$ cat src/sv/sha1_hash_core_macros.svh
// ---------------------------------------------------------------------------
// sha1_hash_core_macros.svh
// Assertion helpers shared by the SHA-1 core modules.
// ---------------------------------------------------------------------------
`ifndef SHA1_HASH_CORE_MACROS_SVH
`define SHA1_HASH_CORE_MACROS_SVH

// same-cycle implication, clocked on clk, off during reset
`define SHA1HC_ASSERT_NOW(lbl, ante, cons, msg) \
  lbl: assert property (@(posedge clk) disable iff (!rst_n) (ante) |-> (cons)) \
    else $error(msg);

// next-cycle implication
`define SHA1HC_ASSERT_NEXT(lbl, ante, cons, msg) \
  lbl: assert property (@(posedge clk) disable iff (!rst_n) (ante) |=> (cons)) \
    else $error(msg);

`endif

$ cat src/sv/sha1hc_pkg.sv
// ---------------------------------------------------------------------------
// sha1hc_pkg
// Shared constants, codes and controller/datapath interface types.
// ---------------------------------------------------------------------------
package sha1hc_pkg;

  localparam int WordW    = 32;
  localparam int DigestW  = 160;
  localparam int BlkW     = 512;
  localparam int CntW     = 61;
  localparam int PosW     = 6;
  localparam int Rounds   = 80;
  localparam int RndW     = $clog2(Rounds);
  localparam int Phase1   = 20;
  localparam int Phase2   = 40;
  localparam int Phase3   = 60;

  localparam logic [PosW-1:0] PosBlkEnd = 6'd63;
  localparam logic [PosW-1:0] PosLenAt  = 6'd56;

  localparam logic [WordW-1:0] K0 = 32'h5A827999;
  localparam logic [WordW-1:0] K1 = 32'h6ED9EBA1;
  localparam logic [WordW-1:0] K2 = 32'h8F1BBCDC;
  localparam logic [WordW-1:0] K3 = 32'hCA62C1D6;

  localparam logic [DigestW-1:0] HInit = {32'h67452301, 32'hEFCDAB89, 32'h98BADCFE,
                                          32'h10325476, 32'hC3D2E1F0};

  localparam logic [7:0] PadByte = 8'h80;

  // input action codes
  localparam logic [1:0] ACT_ADD     = 2'd0;
  localparam logic [1:0] ACT_ADD_FIN = 2'd1;
  localparam logic [1:0] ACT_FIN     = 2'd2;

  // byte shift operations into the block register
  localparam logic [2:0] BOP_NONE = 3'd0;
  localparam logic [2:0] BOP_DATA = 3'd1;
  localparam logic [2:0] BOP_PAD  = 3'd2;
  localparam logic [2:0] BOP_ZERO = 3'd3;
  localparam logic [2:0] BOP_LEN  = 3'd4;

  // round function groups
  localparam logic [1:0] PH_CH  = 2'd0;
  localparam logic [1:0] PH_PA1 = 2'd1;
  localparam logic [1:0] PH_MAJ = 2'd2;
  localparam logic [1:0] PH_PA2 = 2'd3;

  typedef struct packed {
    logic [2:0] byte_op;
    logic       load;     // working vars <= chain
    logic       round;    // one compression round
    logic [1:0] phase;
    logic       accum;    // chain += working vars
    logic       finish;   // digest out, chain back to init
  } sha1hc_cmd_t;

  typedef struct packed {
    logic pos_end;   // next byte fills the block
    logic pos_len;   // at the length field
    logic out_busy;  // digest still draining
  } sha1hc_sts_t;

endpackage

$ cat src/sv/sha1hc_ctrl.sv
// ---------------------------------------------------------------------------
// sha1hc_ctrl
// Sequencer: byte intake, padding steps, round count, digest hand-off.
// ---------------------------------------------------------------------------
`include "sha1_hash_core_macros.svh"

module sha1hc_ctrl
  import sha1hc_pkg::*;
(
  input  logic        clk,
  input  logic        rst_n,
  input  logic        in_valid,
  input  logic [1:0]  in_action,
  output logic        in_ready,
  input  sha1hc_sts_t sts,
  output sha1hc_cmd_t cmd
);

  localparam logic [2:0] S_IDLE  = 3'd0;
  localparam logic [2:0] S_PAD80 = 3'd1;
  localparam logic [2:0] S_PADZ  = 3'd2;
  localparam logic [2:0] S_ROUND = 3'd3;
  localparam logic [2:0] S_ADD   = 3'd4;

  logic [2:0]      state_r, state_nxt;
  logic [2:0]      ret_r, ret_nxt;     // where to go after this block
  logic            last_r, last_nxt;   // this block closes the message
  logic [RndW-1:0] rnd_r, rnd_nxt;

  assign in_ready = (state_r == S_IDLE);

  always_comb begin
    cmd       = '0;
    state_nxt = state_r;
    ret_nxt   = ret_r;
    last_nxt  = last_r;
    rnd_nxt   = rnd_r;

    if (rnd_r < RndW'(Phase1)) begin
      cmd.phase = PH_CH;
    end else if (rnd_r < RndW'(Phase2)) begin
      cmd.phase = PH_PA1;
    end else if (rnd_r < RndW'(Phase3)) begin
      cmd.phase = PH_MAJ;
    end else begin
      cmd.phase = PH_PA2;
    end

    case (state_r)
      S_IDLE: begin
        if (in_valid) begin
          case (in_action)
            ACT_ADD: begin
              cmd.byte_op = BOP_DATA;
              if (sts.pos_end) begin
                cmd.load  = 1'b1;
                state_nxt = S_ROUND;
                ret_nxt   = S_IDLE;
                last_nxt  = 1'b0;
                rnd_nxt   = '0;
              end
            end
            ACT_ADD_FIN: begin
              cmd.byte_op = BOP_DATA;
              if (sts.pos_end) begin
                cmd.load  = 1'b1;
                state_nxt = S_ROUND;
                ret_nxt   = S_PAD80;
                last_nxt  = 1'b0;
                rnd_nxt   = '0;
              end else begin
                state_nxt = S_PAD80;
              end
            end
            ACT_FIN: begin
              state_nxt = S_PAD80;
            end
            default: begin
              // unused code: taken and dropped
            end
          endcase
        end
      end
      S_PAD80: begin
        cmd.byte_op = BOP_PAD;
        if (sts.pos_end) begin
          cmd.load  = 1'b1;
          state_nxt = S_ROUND;
          ret_nxt   = S_PADZ;
          last_nxt  = 1'b0;
          rnd_nxt   = '0;
        end else begin
          state_nxt = S_PADZ;
        end
      end
      S_PADZ: begin
        if (sts.pos_len) begin
          cmd.byte_op = BOP_LEN;
          cmd.load    = 1'b1;
          state_nxt   = S_ROUND;
          last_nxt    = 1'b1;
          rnd_nxt     = '0;
        end else begin
          cmd.byte_op = BOP_ZERO;
          if (sts.pos_end) begin
            cmd.load  = 1'b1;
            state_nxt = S_ROUND;
            ret_nxt   = S_PADZ;
            last_nxt  = 1'b0;
            rnd_nxt   = '0;
          end
        end
      end
      S_ROUND: begin
        cmd.round = 1'b1;
        rnd_nxt   = rnd_r + RndW'(1);
        if (rnd_r == RndW'(Rounds - 1)) begin
          state_nxt = S_ADD;
        end
      end
      S_ADD: begin
        if (last_r) begin
          if (!sts.out_busy) begin
            cmd.finish = 1'b1;
            state_nxt  = S_IDLE;
            last_nxt   = 1'b0;
          end
        end else begin
          cmd.accum = 1'b1;
          state_nxt = ret_r;
        end
      end
      default: begin
        state_nxt = S_IDLE;
      end
    endcase
  end

  always_ff @(posedge clk) begin
    if (!rst_n) begin
      state_r <= S_IDLE;
      ret_r   <= S_IDLE;
      last_r  <= 1'b0;
      rnd_r   <= '0;
    end else begin
      state_r <= state_nxt;
      ret_r   <= ret_nxt;
      last_r  <= last_nxt;
      rnd_r   <= rnd_nxt;
    end
  end

  `SHA1HC_ASSERT_NOW(a_rnd_range, state_r == S_ROUND, rnd_r < RndW'(Rounds), "round count past 79")
  `SHA1HC_ASSERT_NOW(a_fin_free, cmd.finish, !sts.out_busy, "digest overwrites pending output")
  `SHA1HC_ASSERT_NEXT(a_load_round, cmd.load, state_r == S_ROUND && rnd_r == '0, "load without round start")

endmodule

$ cat src/sv/sha1hc_dp.sv
// ---------------------------------------------------------------------------
// sha1hc_dp
// Block register / schedule, round unit, chaining words, digest output.
// ---------------------------------------------------------------------------
`include "sha1_hash_core_macros.svh"

module sha1hc_dp
  import sha1hc_pkg::*;
(
  input  logic               clk,
  input  logic               rst_n,
  input  sha1hc_cmd_t        cmd,
  input  logic [7:0]         in_data_byte,
  output sha1hc_sts_t        sts,
  input  logic               out_ready,
  output logic               out_valid,
  output logic [WordW-1:0]   out_digest_word,
  output logic [2:0]         out_word_index,
  output logic               out_last_word
);

  // block bytes shift in at the low end; word i sits at bits 511-32i.
  // during rounds the same register is the 16-word schedule window.
  logic [BlkW-1:0]    blk_r;
  logic [DigestW-1:0] chain_r;
  logic [WordW-1:0]   a_r, b_r, c_r, d_r, e_r;
  logic [DigestW-1:0] dg_r;
  logic [2:0]         oidx_r;
  logic               ovalid_r;
  logic [CntW-1:0]    cnt_r;
  logic [PosW-1:0]    pos_r;

  logic [WordW-1:0]   w0, w2, w8, w13, w_new, f_val, k_val, t_val;
  logic [DigestW-1:0] sum;

  function automatic logic [WordW-1:0] blk_word(input logic [BlkW-1:0] b, input int i);
    blk_word = b[BlkW-1-WordW*i -: WordW];
  endfunction

  assign w0    = blk_word(blk_r, 0);
  assign w2    = blk_word(blk_r, 2);
  assign w8    = blk_word(blk_r, 8);
  assign w13   = blk_word(blk_r, 13);
  assign w_new = {w13[30:0] ^ w8[30:0] ^ w2[30:0] ^ w0[30:0],
                  w13[31] ^ w8[31] ^ w2[31] ^ w0[31]};

  always_comb begin
    case (cmd.phase)
      PH_CH: begin
        f_val = (b_r & c_r) | (~b_r & d_r);
        k_val = K0;
      end
      PH_PA1: begin
        f_val = b_r ^ c_r ^ d_r;
        k_val = K1;
      end
      PH_MAJ: begin
        f_val = (b_r & c_r) | (b_r & d_r) | (c_r & d_r);
        k_val = K2;
      end
      default: begin
        f_val = b_r ^ c_r ^ d_r;
        k_val = K3;
      end
    endcase
  end

  assign t_val = {a_r[26:0], a_r[31:27]} + f_val + e_r + k_val + w0;

  assign sum = {chain_r[159:128] + a_r, chain_r[127:96] + b_r, chain_r[95:64] + c_r,
                chain_r[63:32] + d_r, chain_r[31:0] + e_r};

  assign sts.pos_end  = (pos_r == PosBlkEnd);
  assign sts.pos_len  = (pos_r == PosLenAt);
  assign sts.out_busy = ovalid_r;

  // block register, working variables and digest register
  always_ff @(posedge clk) begin
    case (cmd.byte_op)
      BOP_DATA: blk_r <= {blk_r[BlkW-9:0], in_data_byte};
      BOP_PAD:  blk_r <= {blk_r[BlkW-9:0], PadByte};
      BOP_ZERO: blk_r <= {blk_r[BlkW-9:0], 8'h00};
      BOP_LEN:  blk_r <= {blk_r[BlkW-65:0], cnt_r, 3'b000};
      default: begin
        if (cmd.round) begin
          blk_r <= {blk_r[BlkW-WordW-1:0], w_new};
        end
      end
    endcase
    if (cmd.load) begin
      {a_r, b_r, c_r, d_r, e_r} <= chain_r;
    end else if (cmd.round) begin
      e_r <= d_r;
      d_r <= c_r;
      c_r <= {b_r[1:0], b_r[31:2]};
      b_r <= a_r;
      a_r <= t_val;
    end
    if (cmd.finish) begin
      dg_r <= sum;
    end else if (ovalid_r && out_ready) begin
      dg_r <= {dg_r[DigestW-WordW-1:0], {WordW{1'b0}}};
    end
  end

  // control state: counts, chaining words, output handshake
  always_ff @(posedge clk) begin
    if (!rst_n) begin
      chain_r  <= HInit;
      cnt_r    <= '0;
      pos_r    <= '0;
      ovalid_r <= 1'b0;
      oidx_r   <= '0;
    end else begin
      case (cmd.byte_op)
        BOP_DATA: begin
          pos_r <= pos_r + PosW'(1);
          cnt_r <= cnt_r + CntW'(1);
        end
        BOP_PAD, BOP_ZERO: pos_r <= pos_r + PosW'(1);
        BOP_LEN:  pos_r <= '0;
        default: begin
        end
      endcase
      if (cmd.accum) begin
        chain_r <= sum;
      end
      if (cmd.finish) begin
        chain_r  <= HInit;
        cnt_r    <= '0;
        pos_r    <= '0;
        ovalid_r <= 1'b1;
        oidx_r   <= '0;
      end else if (ovalid_r && out_ready) begin
        oidx_r <= oidx_r + 3'd1;
        if (oidx_r == 3'd4) begin
          ovalid_r <= 1'b0;
        end
      end
    end
  end

  assign out_valid       = ovalid_r;
  assign out_digest_word = dg_r[DigestW-1 -: WordW];
  assign out_word_index  = oidx_r;
  assign out_last_word   = (oidx_r == 3'd4);

  `SHA1HC_ASSERT_NOW(a_oidx_range, ovalid_r, oidx_r <= 3'd4, "digest word index past 4")
  `SHA1HC_ASSERT_NEXT(a_fin_out, cmd.finish, ovalid_r && oidx_r == 3'd0, "finish did not start digest")
  `SHA1HC_ASSERT_NEXT(a_out_hold, ovalid_r && !out_ready, ovalid_r && $stable(dg_r) && $stable(oidx_r), "digest word changed while stalled")

endmodule

$ cat src/sv/sha1_hash_core.sv
// ---------------------------------------------------------------------------
// sha1_hash_core
// SHA-1 over a byte stream: bytes in, five 32-bit digest words out.
// ---------------------------------------------------------------------------
//  channel | ports                                   | dir | word
//  --------+-----------------------------------------+-----+---------------------------
//  in      | in_valid/in_ready, in_action,in_data_byte| in  | one byte and/or finish
//  out     | out_valid/out_ready, out_digest_word,    | out | one digest word, MSW first
//          | out_word_index, out_last_word            |     |
//
// Bytes are taken while the core is idle; the 64th byte of a block starts 80
// rounds and then a fold step, and input stalls until the block is folded in.
// Finish walks the padding one byte per cycle, pausing for a compression when
// a block fills, then writes the length field and runs the last compression.
// The digest drains from its own register while the next message comes in; a
// second finish stalls input at the fold cycle until all five words are taken.
// rst_n is synchronous, active low, and restores the initial chaining words.
// ---------------------------------------------------------------------------
module sha1_hash_core
  import sha1hc_pkg::*;
(
  input  logic             clk,
  input  logic             rst_n,
  input  logic             in_valid,
  output logic             in_ready,
  input  logic [1:0]       in_action,
  input  logic [7:0]       in_data_byte,
  output logic             out_valid,
  input  logic             out_ready,
  output logic [WordW-1:0] out_digest_word,
  output logic [2:0]       out_word_index,
  output logic             out_last_word
);

  sha1hc_cmd_t cmd;   // sequencer -> datapath
  sha1hc_sts_t sts;   // datapath -> sequencer

  // sequencer: intake, padding order, round count
  sha1hc_ctrl u_ctrl (
    .clk       (clk),
    .rst_n     (rst_n),
    .in_valid  (in_valid),
    .in_action (in_action),
    .in_ready  (in_ready),
    .sts       (sts),
    .cmd       (cmd)
  );

  // datapath: block/schedule shift register, round unit, digest register
  sha1hc_dp u_dp (
    .clk             (clk),
    .rst_n           (rst_n),
    .cmd             (cmd),
    .in_data_byte    (in_data_byte),
    .sts             (sts),
    .out_ready       (out_ready),
    .out_valid       (out_valid),
    .out_digest_word (out_digest_word),
    .out_word_index  (out_word_index),
    .out_last_word   (out_last_word)
  );

endmodule

$ cat config.mk
export PLATFORM = sky130hd
export DESIGN_NAME = sha1_hash_core
export DESIGN_NICKNAME = d
export VERILOG_FILES = /design/src/sv/sha1hc_pkg.sv /design/src/sv/sha1hc_ctrl.sv /design/src/sv/sha1hc_dp.sv /design/src/sv/sha1_hash_core.sv
export VERILOG_INCLUDE_DIRS = /design/src /design/src/sv
export SDC_FILE = /design/constraint.sdc
export NUM_CORES = 2
export LEC_CHECK = 0
export ABC_AREA = 0
export ABC_CLOCK_PERIOD_IN_PS = 42500
export BUFFER_PORTS_ARGS = -buffer_cell sky130_fd_sc_hd__buf_2
export CAP_MARGIN = 25
export CELL_PAD_IN_SITES_DETAIL_PLACEMENT = 1
export CELL_PAD_IN_SITES_GLOBAL_PLACEMENT = 2
export CORE_ASPECT_RATIO = 1.25
export CORE_MARGIN = 2
export CORE_UTILIZATION = 46
export DETAILED_ROUTE_END_ITERATION = 12
export GPL_TIMING_DRIVEN = 0
export PLACE_DENSITY_LB_ADDON = 0.1
export SLEW_MARGIN = 20
export SYNTH_ARGS = -nofsm -noshare
export SYNTH_HDL_FRONTEND = slang
export SYNTH_SLANG_ARGS = --single-unit
export TNS_END_PERCENT = 50
$ cat constraint.sdc
create_clock -name clk -period 42.5 [get_ports clk]
set_input_delay 4.25 -clock clk [delete_from_list [all_inputs] [get_ports clk]]
set_output_delay 4.25 -clock clk [all_outputs]
set_load 0.01 [all_outputs]
# Word-level counts from Yosys, hierarchy flattened
# Cells that the tools add are included.
# W data, S select, Z words.
# op_classes
add_sub_neg	13
magnitude_cmp	3
n_eq_ne	25
mux	62
bitwise	17
n_reduce_logical	20
# ops
operator	n
$pmux W512 S4	1
$mux W512	1
$mux W160	2
$mux W32	10
$add A32 B32 Y32	9
$and A32 B32 Y32	4
$or A32 B32 Y32	3
$pmux W32 S3	1
$xor A31 B31 Y31	3
$pmux W32 S2	1
$xor A32 B32 Y32	2
$add A61 B1 Y61 const B	1
$mux W3	11
$not A32 Y32	1
$mux W7	4
$pmux W7 S4	1
$pmux W3 S3	2
$mux W1	16
$pmux W3 S5	1
$lt A7 B6 Y1 const B	2
$eq A3 B2 Y1 const B	4
$eq A6 B6 Y1 const B	2
$pmux W4 S3	1
$pmux W6 S2	1
33 further kinds	56
# word_totals
reg_bits	1077
inputBits	14
out_inout_bits	38
elab_cells	156

# Depth between registers and ports, before layout
# depth
word_depth	12
depth_mapped	29
ltp_nobuf	27

# Cells and area by module
# From an unflattened synthesis, not the netlist that was laid out.
# unflattened
cells_unflattened	6234
area_unflattened_um2	60805.8
# modules_own_cells
module	n_inst	cells_per_inst	area_each_um2
sha1hc_dp	1	6115	59813.6
sha1hc_ctrl	1	119	992.2

# Worst setup path after synthesis
# Ideal clock, no wire load.
# synth_path
kind	input port to flip-flop
start	input in_action[1]
end	register u_dp.blk_r[0] (enable)
setup_time_ns	3.638
t_arrival_ns	14.042
required_time_ns	38.862
path_slack_ns	24.820
cell_stages	8
path_cell_list	inv_1 ha_1 o21ai_0 a211o_1 clkbuf_1 clkbuf_1 clkbuf_1 nand2_1
# synth_between
elab_chain_len	7
elab_cells_between_ends	11
cone_classes	eq/ne: 5; mux: 3; reduce/logical: 3
# synth_lines
item	line	text
start: declaration	sha1_hash_core.sv:26	input logic [1:0] in_action,
$eq A2 B1 Y1 / $logic_not A2 Y1 (equally long branches)	sha1hc_ctrl.sv:52	case (in_action)
$reduce_or A2 Y1 (no source line) *	n/a	
$mux W2 *	n/a	
$mux W4 *	sha1hc_ctrl.sv:51	if (in_valid) begin
$pmux W4 S3 *	sha1hc_ctrl.sv:49	case (state_r)
$eq A3 B1 Y1 (tied with other cells)	sha1hc_dp.sv:79	case (cmd.byte_op)
$reduce_bool A5 Y1 (no source line) *	n/a	
end signal: assignment	sha1hc_dp.sv:80	BOP_DATA: blk_r <= {blk_r[BlkW-9:0], in_data_byte};
end signal: assignment	sha1hc_dp.sv:81	BOP_PAD: blk_r <= {blk_r[BlkW-9:0], PadByte};
end signal: assignment	sha1hc_dp.sv:82	BOP_ZERO: blk_r <= {blk_r[BlkW-9:0], 8'h00};
end: declaration	sha1hc_dp.sv:24	logic [BlkW-1:0] blk_r;
# Every way passes the cells marked *; elsewhere a longest branch is shown, timed or not.
# A chain may end at the register's enable or synchronous reset.

# Worst setup path after layout
# layout_path
start	register u_ctrl.rnd_r[5]
end	register u_dp.a_r[31], data pin
# layout_between
elab_chain_len	12
elab_cells_between_ends	17
cone_classes	add/sub: 4; order compare: 3; eq/ne: 2; mux: 7; reduce/logical: 1
# layout_lines
item	line	text
start: declaration	sha1hc_ctrl.sv:28	logic [RndW-1:0] rnd_r, rnd_nxt;
start signal: assignment	sha1hc_ctrl.sv:149	rnd_r <= rnd_nxt;
$lt A7 B6 Y1	sha1hc_ctrl.sv:43	end else if (rnd_r < RndW'(Phase3)) begin
$mux W1	sha1hc_ctrl.sv:43	
$mux W2	sha1hc_ctrl.sv:41	end else if (rnd_r < RndW'(Phase2)) begin
$mux W2 *	sha1hc_ctrl.sv:39	if (rnd_r < RndW'(Phase1)) begin
$eq A2 B2 Y1 / $logic_not A2 Y1 (equally long branches)	sha1hc_dp.sv:48	case (cmd.phase)
$pmux W32 S2	sha1hc_dp.sv:48	
$add A32 B32 Y32 (2 in series)	sha1hc_dp.sv:68	assign t_val = {a_r[26:0], a_r[31:27]} + f_val + e_r + k_val + w0;
$add A32 B32 Y32 * (2 in series)	sha1hc_dp.sv:68	
$mux W32 *	sha1hc_dp.sv:92	end else if (cmd.round) begin
$mux W32 *	sha1hc_dp.sv:90	if (cmd.load) begin
end signal: assignment	sha1hc_dp.sv:91	{a_r, b_r, c_r, d_r, e_r} <= chain_r;
end signal: assignment	sha1hc_dp.sv:97	a_r <= t_val;
end: declaration	sha1hc_dp.sv:26	logic [WordW-1:0] a_r, b_r, c_r, d_r, e_r;
# Every way passes the cells marked *; elsewhere a longest branch is shown, timed or not. The select of a mux whose other input is x is not followed.

==> reports/qor.csv <==
stage,metric,value,unit
layout,final_cell_mix,"1710 x nand2_1, 832 x edfxtp_1, 484 x a22oi_1",
layout,drive_gt1_frac,0.06796,
timing,worst_slack,33750,ps
setup_path,slowest_stage,o21ai_0,
pwr,vdd_ir_drop_max,0.03500,mV
pwr,power.total,2.812,mW
setup_path,crit_fanout,11,
clock_tree,cts.clk_slew.worst_paths,60,ps
layout,final_cells,8143,
clock_tree,cts_max_level,3,
logic_synthesis,synth_fp_nets,6460,
clock_tree,post_cts_buffers,0,
logic_synthesis,yosysSeqAreaShare,0.4973,
global_route,gr-total-overflow,0,
timing,setup_viol,0,
setup_path,path_common_cell,clkbuf_1,
timing,max-slew-margin-rel,0.2028,
logic_synthesis,synth_edf_count,832,
layout,fillers,14520,
clock_tree,ctsResizeCount,0,
layout,area_delta_synth_final,11.65,%
logic_synthesis,async_flop_share,0,
logic_synthesis,synth_cell_type_count,78,
setup_path,path_buf_inv,7,
clock_tree,clockBufferDepth,3,
setup_path,cp.required,42970,ps
placement,hpwlAfterDp,203.6,mm
placement,dp_slack,33640,ps
floorplan,rows,148,
timing,hold_viol_final,0,
timing,clock.fmax,0.1143,GHz
floorplan,start_util,0.4627,
min_path,hold_depth,2,
clock_tree,cts_buffers,116,
timing,fin_crit,8747,ps
pwr,leakagePower,26.86,nW
setup_path,worstSetupStartpointType,register,
layout,fin_util,0.5166,
pwr,powerDensity,41.93,mW/mm²
global_route,track_usage,0.3844,
logic_synthesis,synth_top_area_cell,edfxtp_1,
layout,ff_latch_area,0.02987,mm²
floorplan,die_h,408.0,µm
logic_synthesis,syn_area_per_cell,9.823,µm²
clock_tree,clock_sinks,1076,
logic_synthesis,synth_flop_cell,edfxtp_1,
layout,num-nets-final,6661,
logic_synthesis,yosysTopAreaCellShare,0.4159,
floorplan,core,0.1298,mm²
floorplan,dieArea,0.1335,mm²
setup_path,critPathArrivalTime,9220,ps
logic_synthesis,ys_ff_latch,1076,
layout,multiInputGateArea,0.02787,mm²
floorplan,pin_count,52,
job,drv_cap,0,
clock_tree,cts_tree,built,
logic_synthesis,syn_area,0.06007,mm²
setup_path,worstSetupPathType,reg -> reg,
clock_tree,clk_latency,780,ps
timing,drv_slew,0,
layout,final_common_cell,nand2_1,
setup_path,cp_top_family,compound AO/OA/AOI/OAI gates,
route,finalWirelength,258.9,mm
route,via_per_inst,6.160,
route,num_vias,50160,
global_route,antenna_found_initial,2,
logic_synthesis,synth.area.top_cells,"edfxtp_1 42%, nand2_1 11%, dfxtp_1 8.1%",
timing,worst_pin_slew,1196,ps
setup_path,critPathMaxStageDelay,840,ps
route,drtIter0Drc,4870,
global_route,first_global_vias,51730,
min_path,worstHoldPathType,reg -> reg,
route,first_pass_iters,5,
placement,port_buffers,51,
setup_path,cp.depth,26,
outcome,status,"complete, no violations",
timing,rsz0062_at_grt,false,
timing,tns,0,ps
global_route,grt_pass1_wl,367.1,mm
placement,gp_congestion,0.9879,
floorplan,die_w,327.2,µm
placement,dp_cells,7919,
route,avgRoutedWirePerCell,31.80,µm
timing,fin_crit_sh,0.2058,
route,drc,0,
timing,fin_skew,29.85,ps
clock_tree,clockRootBuffer,clkbuf_16,
route,ant_nets,0,
setup_path,reg2regPathDepth,26,
logic_synthesis,synth_cells,6115,
clock_tree,hold_buffers,0,
logic_synthesis,yosys_warnings,0,
setup_path,critPathCaptureType,register,
global_route,grt_max_degree,60,
-- kinds of logic after synthesis --
kind of cell / Yosys count / synth area share
AO/OA/AOI/OAI: 1365 / 0.1538
XOR/XNOR: 335 / 0.04930
adder cells (fa/ha/maj): 331 / 0.08457
buffers and inverters: 595 / 0.03945
flip-flops: 1076 / 0.4973
multiplexers: 101 / 0.01885
AND/OR/NAND/NOR: 2312 / 0.1568
-- report_power, final --
group / total, mW / internal [mW] / switching, mW
clock: 1.08 / 0.618 / 0.462
combinational: 0.391 / 0.128 / 0.263
sequential: 1.34 / 1.24 / 0.100
-- layer usage --
layer	global-route usage	wire, µm	vias to the layer above
met5	0	0	-
li1	-	-	22020
met3	0.05451	15680	773
met2	0.6502	125200	2065
met1	0.4199	90300	25310
met4	0.3417	27740	0
-- sequential cells by signal, indices dropped and copies added, names as in the netlist --
name                 count
u_ctrl.state_r           3
u_dp.dg_r              160
u_ctrl.rnd_r             7
u_dp.cnt_r              61
u_dp.e_r                32
u_dp.out_valid           1
u_dp.pos_r               6
u_ctrl.ret_r             2
u_dp.out_word_index      3
u_dp.blk_r             512
u_dp.chain_r           160
u_dp.d_r                32
u_dp.b_r                32
u_dp.c_r                32
u_ctrl.last_r            1
u_dp.a_r                32
-- worst register-to-register path, delay by kind of cell, from the launching register on --
kind | cells | cell delay [ps]
compound gates | 10 | 2760
fa+ha+maj | 5 | 2280
buf+inv | 7 | 1930
simple gates | 3 | 1020
flops | 1 | 310
xor+xnor | 1 | 150
-- area by class of cell --
cell class,count,share of cell area
sequential,1076,0.4454
clock inverter,61,0.01050
clock buffer,157,0.04778
tap,1725,0.03218
inverter,239,0.01338
buffer,356,0.02222
antenna,2,0.00007463
timing repair buffer,83,0.01287
multi-input combinational,4444,0.4156
-- worst paths after layout --
check / from / to / slack, ps
setup / recovery: u_ctrl.rnd_r[5] / u_dp.a_r[31] / 33750
hold / removal: u_dp.chain_r[35] / u_dp.chain_r[35] / 480
setup reg to reg: u_ctrl.rnd_r[5] / u_dp.a_r[31] / 33750
hold reg to reg: u_dp.chain_r[35] / u_dp.chain_r[35] / 480
-- Yosys cell counts, types with 4 or more instances --
| master | n |
|---|---|
| clkbuf_1 | 303 |
| a221o_1 | 59 |
| nand2b_1 | 37 |
| or2_2 | 7 |
| o21bai_1 | 18 |
| xor2_1 | 115 |
| ha_1 | 206 |
| buf_1 | 17 |
| a211o_1 | 12 |
| fa_1 | 125 |
| nor3_1 | 50 |
| xnor2_1 | 218 |
| o41ai_1 | 6 |
| and4_1 | 4 |
| a31oi_1 | 20 |
| nand3_1 | 82 |
| a21oi_1 | 252 |
| o21ai_1 | 13 |
| o31a_1 | 6 |
| o31ai_1 | 8 |
| a21boi_0 | 10 |
| mux2i_1 | 4 |
| or3_1 | 19 |
| buf_4 | 34 |
| and3_1 | 34 |
| nor2_1 | 268 |
| a211oi_1 | 24 |
| nand4_1 | 22 |
| edfxtp_1 | 832 |
| o21a_1 | 29 |
| a2111oi_0 | 5 |
| o221ai_1 | 4 |
| and2_1 | 19 |
| mux2_2 | 97 |
| nor4_1 | 6 |
| o211ai_1 | 60 |
| dfxtp_1 | 244 |
| a22oi_1 | 484 |
| a41oi_1 | 4 |
| o21ai_0 | 248 |
| nand2_1 | 1713 |
| a21o_1 | 70 |
| inv_1 | 239 |
| nor2b_1 | 35 |
-- through the flow --
stage	hold WS, ps	area [µm²]
final	477.3	67070
after detailed placement	469.8	63080
after CTS	479.3	66990
after global routing	499.3	67060
after global placement	459.7	62480
after floorplan	448.8	60070
Power figures use the tool's default switching activity.
